### src/design/deq_pkg.sv
`timescale 1ns / 1ps

package deq_pkg;

  // Command codes carried by each input word
  typedef enum logic [1:0] {
    CMD_PUSH_BACK  = 2'd0,
    CMD_POP_BACK   = 2'd1,
    CMD_PUSH_FRONT = 2'd2,
    CMD_POP_FRONT  = 2'd3
  } cmd_t;

  // Result status codes
  typedef enum logic [1:0] {
    ST_DONE  = 2'd0,
    ST_EMPTY = 2'd1,
    ST_FULL  = 2'd2
  } status_t;

  // Controller states
  typedef enum logic {
    S_IDLE,
    S_OUT
  } state_t;

  // Controller to datapath commands
  typedef struct packed {
    logic    load;
    logic    push_back;
    logic    push_front;
    logic    pop_back;
    logic    pop_front;
    status_t status;
  } dp_ctrl_t;

  // Datapath to controller status
  typedef struct packed {
    logic full;
    logic empty;
  } dp_stat_t;

endpackage

### src/design/deq_ram.sv
`timescale 1ns / 1ps

module deq_ram #(
  parameter int WIDTH = 32,
  parameter int DEPTH = 16,
  localparam int ADDR_W = (DEPTH > 1) ? $clog2(DEPTH) : 1
) (
  input  logic              clk,
  input  logic              we,
  input  logic [ADDR_W-1:0] waddr,
  input  logic [WIDTH-1:0]  wdata,
  input  logic              re,
  input  logic [ADDR_W-1:0] raddr,
  output logic [WIDTH-1:0]  rdata
);

  logic [WIDTH-1:0] mem [DEPTH];
  logic [WIDTH-1:0] rdata_r;

  // one write port, one registered read port
  always_ff @(posedge clk) begin
    if (we) begin
      mem[waddr] <= wdata;
    end
    if (re) begin
      rdata_r <= mem[raddr];
    end
  end

  assign rdata = rdata_r;

endmodule

### src/design/deq_ctrl.sv
`timescale 1ns / 1ps

module deq_ctrl (
  input  logic              clk,
  input  logic              rst_n,
  input  logic              in_valid,
  output logic              in_stall,
  input  logic [1:0]        in_command,
  output logic              out_valid,
  input  logic              out_stall,
  input  deq_pkg::dp_stat_t stat_i,
  output deq_pkg::dp_ctrl_t ctrl_o
);

  import deq_pkg::*;

  state_t state_r;
  state_t state_nxt;

  // state register
  always_ff @(posedge clk) begin
    if (!rst_n) begin
      state_r <= S_IDLE;
    end else begin
      state_r <= state_nxt;
    end
  end

  // next state and command decode
  always_comb begin
    state_nxt = state_r;
    ctrl_o    = '0;
    ctrl_o.status = ST_DONE;
    in_stall  = 1'b1;
    out_valid = 1'b0;
    unique case (state_r)
      S_IDLE: begin
        in_stall = 1'b0;
        if (in_valid) begin
          ctrl_o.load = 1'b1;
          state_nxt   = S_OUT;
          unique case (cmd_t'(in_command))
            CMD_PUSH_BACK: begin
              if (stat_i.full) ctrl_o.status = ST_FULL;
              else ctrl_o.push_back = 1'b1;
            end
            CMD_PUSH_FRONT: begin
              if (stat_i.full) ctrl_o.status = ST_FULL;
              else ctrl_o.push_front = 1'b1;
            end
            CMD_POP_BACK: begin
              if (stat_i.empty) ctrl_o.status = ST_EMPTY;
              else ctrl_o.pop_back = 1'b1;
            end
            CMD_POP_FRONT: begin
              if (stat_i.empty) ctrl_o.status = ST_EMPTY;
              else ctrl_o.pop_front = 1'b1;
            end
          endcase
        end
      end
      S_OUT: begin
        out_valid = 1'b1;
        if (!out_stall) state_nxt = S_IDLE;
      end
    endcase
  end

  // at most one datapath operation per word
  a_one_op: assert property (@(posedge clk) disable iff (!rst_n)
    $onehot0({ctrl_o.push_back, ctrl_o.push_front, ctrl_o.pop_back, ctrl_o.pop_front}))
    else $error("more than one deque operation issued");

  // a loaded word always shows a result next cycle
  a_load_out: assert property (@(posedge clk) disable iff (!rst_n)
    ctrl_o.load |=> out_valid)
    else $error("result not presented after load");

endmodule

### src/design/deq_dpath.sv
`timescale 1ns / 1ps

module deq_dpath #(
  parameter int CAPACITY = 16,
  localparam int LEN_W = $clog2(CAPACITY + 1),
  localparam int IDX_W = $clog2(CAPACITY)
) (
  input  logic               clk,
  input  logic               rst_n,
  input  deq_pkg::dp_ctrl_t  ctrl_i,
  output deq_pkg::dp_stat_t  stat_o,
  input  logic signed [31:0] in_push_value,
  output logic signed [31:0] out_pop_value,
  output logic [1:0]         out_status,
  output logic [LEN_W-1:0]   out_length
);

  import deq_pkg::*;

  localparam int SUM_W = LEN_W + 1;

  logic [IDX_W-1:0] front_r, front_nxt;
  logic [LEN_W-1:0] count_r, count_nxt;
  logic [LEN_W-1:0] cnt_m1;
  logic [SUM_W-1:0] ring_sum;
  logic [IDX_W-1:0] ring_addr;
  logic [IDX_W-1:0] front_dec, front_inc;
  logic [IDX_W-1:0] waddr, raddr;
  logic             ram_we, ram_re;
  logic [31:0]      rdata;
  status_t          status_r;
  logic [LEN_W-1:0] length_r;
  logic             pop_ok_r;

  assign stat_o.full  = (count_r == LEN_W'(CAPACITY));
  assign stat_o.empty = (count_r == '0);

  // back slot: front + count (push) or front + count - 1 (pop), wrapped
  assign cnt_m1    = count_r - 1'b1;
  assign ring_sum  = SUM_W'(front_r) + (ctrl_i.pop_back ? SUM_W'(cnt_m1) : SUM_W'(count_r));
  assign ring_addr = (ring_sum >= SUM_W'(CAPACITY)) ? IDX_W'(ring_sum - SUM_W'(CAPACITY))
                                                    : IDX_W'(ring_sum);
  assign front_dec = (front_r == '0) ? IDX_W'(CAPACITY - 1) : front_r - 1'b1;
  assign front_inc = (front_r == IDX_W'(CAPACITY - 1)) ? '0 : front_r + 1'b1;

  // store access
  assign ram_we = ctrl_i.push_back | ctrl_i.push_front;
  assign ram_re = ctrl_i.pop_back | ctrl_i.pop_front;
  assign waddr  = ctrl_i.push_back ? ring_addr : front_dec;
  assign raddr  = ctrl_i.pop_back ? ring_addr : front_r;

  deq_ram #(
    .WIDTH (32),
    .DEPTH (CAPACITY)
  ) u_ram (
    .clk   (clk),
    .we    (ram_we),
    .waddr (waddr),
    .wdata (in_push_value),
    .re    (ram_re),
    .raddr (raddr),
    .rdata (rdata)
  );

  // front index and count update
  always_comb begin
    front_nxt = front_r;
    count_nxt = count_r;
    if (ctrl_i.push_back) begin
      count_nxt = count_r + 1'b1;
    end else if (ctrl_i.push_front) begin
      front_nxt = front_dec;
      count_nxt = count_r + 1'b1;
    end else if (ctrl_i.pop_back) begin
      count_nxt = cnt_m1;
    end else if (ctrl_i.pop_front) begin
      front_nxt = front_inc;
      count_nxt = cnt_m1;
    end
  end

  always_ff @(posedge clk) begin
    if (!rst_n) begin
      front_r <= '0;
      count_r <= '0;
    end else begin
      front_r <= front_nxt;
      count_r <= count_nxt;
    end
  end

  // result word; popped data comes from the RAM read register
  always_ff @(posedge clk) begin
    if (ctrl_i.load) begin
      status_r <= ctrl_i.status;
      length_r <= count_nxt;
      pop_ok_r <= ram_re;
    end
  end

  assign out_pop_value = pop_ok_r ? $signed(rdata) : 32'sd0;
  assign out_status    = status_r;
  assign out_length    = length_r;

  a_count_range: assert property (@(posedge clk) disable iff (!rst_n)
    count_r <= LEN_W'(CAPACITY))
    else $error("entry count above capacity");

  a_push_grows: assert property (@(posedge clk) disable iff (!rst_n)
    (ctrl_i.push_back || ctrl_i.push_front) |=> count_r == LEN_W'($past(count_r) + 1'b1))
    else $error("push did not grow the queue by one");

endmodule

### src/design/double_ended_queue.sv
`timescale 1ns / 1ps
// Double-ended queue of signed 32-bit words held in a ring store of CAPACITY
// entries, tracked by a front index and an entry count.
// Input channel (in_valid / in_stall): each word is a command (push back, pop
// back, push front, pop front) plus a value used by pushes.
// Result channel (out_valid / out_stall): one word per command with the popped
// value (zero unless a pop succeeded), a status (done, pop on empty, push on
// full) and the queue length after the command.
// Latency: the result is valid the cycle after the command is accepted; the
// ring address and the store access happen in the accept cycle, the popped
// data comes from the RAM read register.
// Commands do not overlap: the controller takes a new command only once the
// previous result has been taken.
// While the receiver stalls, the result holds and in_stall stays high.
// Reset (rst_n low, synchronous) empties the queue and drops any pending
// result; store contents are not cleared and need no clearing pass.
// Pop on empty and push on full leave the queue unchanged.

module double_ended_queue #(
  parameter int CAPACITY = 16,
  localparam int LEN_W = $clog2(CAPACITY + 1)
) (
  input  logic               clk,
  input  logic               rst_n,
  input  logic               in_valid,
  output logic               in_stall,
  input  logic [1:0]         in_command,
  input  logic signed [31:0] in_push_value,
  output logic               out_valid,
  input  logic               out_stall,
  output logic signed [31:0] out_pop_value,
  output logic [1:0]         out_status,
  output logic [LEN_W-1:0]   out_length
);

  import deq_pkg::*;

  dp_ctrl_t ctrl;
  dp_stat_t stat;

  deq_ctrl u_ctrl (
    .clk        (clk),
    .rst_n      (rst_n),
    .in_valid   (in_valid),
    .in_stall   (in_stall),
    .in_command (in_command),
    .out_valid  (out_valid),
    .out_stall  (out_stall),
    .stat_i     (stat),
    .ctrl_o     (ctrl)
  );

  deq_dpath #(
    .CAPACITY (CAPACITY)
  ) u_dpath (
    .clk           (clk),
    .rst_n         (rst_n),
    .ctrl_i        (ctrl),
    .stat_o        (stat),
    .in_push_value (in_push_value),
    .out_pop_value (out_pop_value),
    .out_status    (out_status),
    .out_length    (out_length)
  );

endmodule
### config.mk
export PLATFORM = sky130hd
export DESIGN_NAME = double_ended_queue
export DESIGN_NICKNAME = d
export VERILOG_FILES = /design/src/design/deq_pkg.sv /design/src/design/deq_ram.sv /design/src/design/deq_ctrl.sv /design/src/design/deq_dpath.sv /design/src/design/double_ended_queue.sv
export SDC_FILE = /design/constraint.sdc
export NUM_CORES = 1
export LEC_CHECK = 0
export ABC_AREA = 1
export BUFFER_PORTS_ARGS = -buffer_cell sky130_fd_sc_hd__buf_2
export CAP_MARGIN = 20
export CORE_ASPECT_RATIO = 0.7
export CORE_UTILIZATION = 30
export DETAILED_ROUTE_END_ITERATION = 16
export GPL_TIMING_DRIVEN = 0
export HOLD_SLACK_MARGIN = 0.03
export PLACE_DENSITY_LB_ADDON = 0.3
export SLEW_MARGIN = 40
export SYNTH_ARGS = -nofsm -noshare
export SYNTH_HDL_FRONTEND = slang
export SYNTH_HIERARCHICAL = 1
export SYNTH_SLANG_ARGS = --single-unit
### constraint.sdc
create_clock -name clk -period 4.78 [get_ports clk]
set_clock_uncertainty 0.15 [all_clocks]
set_input_delay 0.956 -clock clk [delete_from_list [all_inputs] [get_ports clk]]
set_output_delay 0.956 -clock clk [all_outputs]
set_load 0.02 [all_outputs]
==> results.toml <==
[route]
drtIter0Drc = 1806
wl_um = 73600
num_vias = 16900
detail_route.wl_per_cell_um = 20.0
dr.pass1.iters = 5
ant_nets = 0
routed_via_density = 4.60
drc = 0

[timing]
fin_crit_ps = 4550
slew_viol_final = 0
setup_ws_ps = 229
max_freq_mhz = 220
slew_headroom = 0.446
setup_viol = 0
tightest_slew_ps = 831
hold_violations = 0
period_share = 0.952

[power]
combPwrFrac = 0.144
p_per_area_nw_per_um2 = 388
share_seq_of_total_power = 0.494
p_sw_w = 0.00305
p_leak_nw = 12.5
peakVddDrop_mv = 0.252
p_int_w = 0.00825
pwr-share-clk = 0.362
swShare = 0.270

[finish]
antenna-diode-count = 0
fillers = 8047
nets = 2616
stdcell_area_um2 = 29100
area_growth_pct = 18.1
drive_gt1_frac = 0.130
seq_area_um2 = 16800
fin_cells = 3672
multiInputGateArea_um2 = 5560

[critical_path]
cp.required_ps = 4940
max_stage_delay_ps = 410
cp_num_buf_inv = 8
crit_arrival_ps = 4710
cpMostUsedCell = "nand2_1"
critical_path.slowest_cell = "dfxtp_1"
crit_fanout = 14
critPathTopFamily = "simple AND/OR/NAND/NOR gates"
endpoint_kind = "register"
crit_type = "reg2reg"
startpoint_type = "register"

[logic_synthesis]
synth_compound_area_frac = 0.00634
syn-num-nets = 2426
synth_top_family_by_area = "simple AND/OR/NAND/NOR gates"
ys_seq_elements = 562
synth_fa_ha_area_frac = 0.00538
synth_xor_area_frac = 0.00249
synthSimpleGateAreaFrac = 0.206
synth_cell_types = 31
synth_seq_area_share = 0.680
ys_warn_count = 6
synth_cells = 2378
syn_area_per_cell_um2 = 10.4
synth_area_um2 = 24700
synthMuxAreaShare = 0

[grt]
track_usage = 0.177
grt_pass1_vias = 15400
antenna_found_initial = 1
grt_start_max_net_pins = 37
grt_pass1_wl_um = 106000
grt_overflow = 0

[floorplanning]
fp.coreArea_um2 = 81000
rows = 87
io_pins = 79
dieArea_um2 = 83400
start_util = 0.304
fp.dieW_um = 345
die_height_um = 242

[clock_tree]
clockRootBuffer = "clkbuf_16"
clkSinkCount = 562
clock_latency_ps = 630
clockBufferDepth = 3
cts_buffers = 53
clk_pin_slew_ps = 70
htreeDepth = 2
cts_tree = "built"
cts_hold_buf = 0

[placement]
post-place-ws_ps = -682
dp_hpwl_um = 49900
portBuffers = 78
placed_cell_area_um2 = 27200
gp_congestion = 0.804
dp.cells = 3558

[outcome]
status = "finished clean"

[job]
maxCapViolCount = 0

[min_path]
hp-class = "reg2reg"
path summary, 6_finish.rpt:
path,start,to,slack [ps],depth (start not counted)
hold reg to reg,u_ctrl/state_r,u_ctrl/state_r,330,2
setup / recovery,u_dpath/count_r[0],u_dpath/u_ram/mem[6][11],230,25
hold / removal,u_ctrl/state_r,u_ctrl/state_r,330,2
setup reg to reg,u_dpath/count_r[0],u_dpath/u_ram/mem[6][11],230,25
cells in the mapped netlist, drive strengths merged:
cell,count,area (um2)
xor2,6,52.6
nand2,763,2870
and3,1,6.26
inv,449,1690
nand4,3,18.8
o211ai,1,7.51
a21oi,12,71.3
edfxtp,552,16600
or2,1,6.26
dfxtp,10,200
clkinv,1,5.00
ha,9,113
buf,96,686
clkbuf,17,63.8
o21ai,14,77.6
nor2,33,134
xnor2,1,8.76
nand3,405,2030
fa,1,20.0
nand3b,3,22.5
power groups by stage:
stage               Sequential [W]  Clock [W]  Combinational (W)
floorplan                  0.00569          0           0.000906
global placement           0.00569          0            0.00154
detailed placement         0.00569          0            0.00160
CTS                        0.00558    0.00416            0.00161
global route               0.00559    0.00435            0.00177
finish                     0.00558    0.00408            0.00163
worst min-delay path, cell delays in order, from the launching register on:
cell	delay, ps
dfxtp_1	330
nand2_1	60
a21oi_1	50
metal layers:
layer  routed length [um]  vias up  track usage
li1                     -     8032            -
met1                35400     8131        0.272
met2                30900      648        0.256
met3                 5810       95       0.0270
met4                 1570        0       0.0442
met5                    0        -            0
registers in the layout (all words and copies together), names as in the netlist:
name and count:
u_dpath/out_status 2, u_dpath/front_r 4, u_dpath/u_ram/mem 512, u_dpath/u_ram/rdata 32
u_dpath/count_r 5, u_dpath/pop_ok_r 1, u_dpath/out_length 5, u_ctrl/state_r 1
cells by family after synthesis:
kind of cell	count (synthesis)
simple gates	1209
buf+inv	563
flops	562
compound gates	27
fa+ha+maj	10
xor+xnor	7
layout by cell type, fill, tap and decap left out, types with 2 or more instances in the layout:
cell | Yosys | layout
buf_4 | 8 | 28
clkbuf_4 | 0 | 2
inv_2 | 3 | 3
buf_16 | 0 | 18
buf_12 | 1 | 6
nand3b_1 | 3 | 3
nor2_4 | 1 | 17
xor2_1 | 6 | 6
o21ai_0 | 12 | 12
clkbuf_1 | 17 | 14
nor2_2 | 1 | 2
o21ai_2 | 2 | 2
clkbuf_2 | 0 | 16
a21oi_1 | 11 | 11
inv_1 | 444 | 444
clkbuf_16 | 0 | 55
nand4_1 | 3 | 3
buf_6 | 30 | 30
dfxtp_1 | 10 | 10
buf_1 | 14 | 2
nand2_1 | 762 | 761
nor2_1 | 31 | 14
buf_8 | 0 | 15
nand3_1 | 405 | 405
ha_1 | 9 | 9
bufinv_16 | 0 | 3
edfxtp_1 | 552 | 552
inv_4 | 2 | 2
clkinv_2 | 1 | 8
buf_2 | 43 | 127
clkinv_1 | 0 | 14
area by class of cell:
| type | instances | area share |
|---|---|---|
| well taps | 1068 | 0.0459 |
| repair buffers | 136 | 0.0467 |
| multi-input cells | 1253 | 0.191 |
| flip-flops and latches | 562 | 0.576 |
| inverters | 450 | 0.0583 |
| clock buffers | 65 | 0.0486 |
| plain buffers | 112 | 0.0268 |
| clock inverters | 26 | 0.00657 |
stage by stage:
step | hold WS [ps] | TNS, ps | util | power [W]
2_1_floorplan | 376 | -17710 | - | 0.00660
3_3_place_gp | 319 | -757380 | 0.326 | 0.00724
3_5_place_dp | 321 | -39060 | 0.336 | 0.00729
4_1_cts | 330 | 0 | 0.357 | 0.0114
5_1_grt | 387 | -1120 | 0.360 | 0.0117
6_report | 326 | 0 | 0.360 | 0.0113
timing repair:
action,4_1_cts,5_1_grt
pin swaps,4,8
resized for setup,7,22
setup endpoints to repair,63,301
buffers inserted,4,20
No activity file was read; power rests on OpenSTA's default activity.
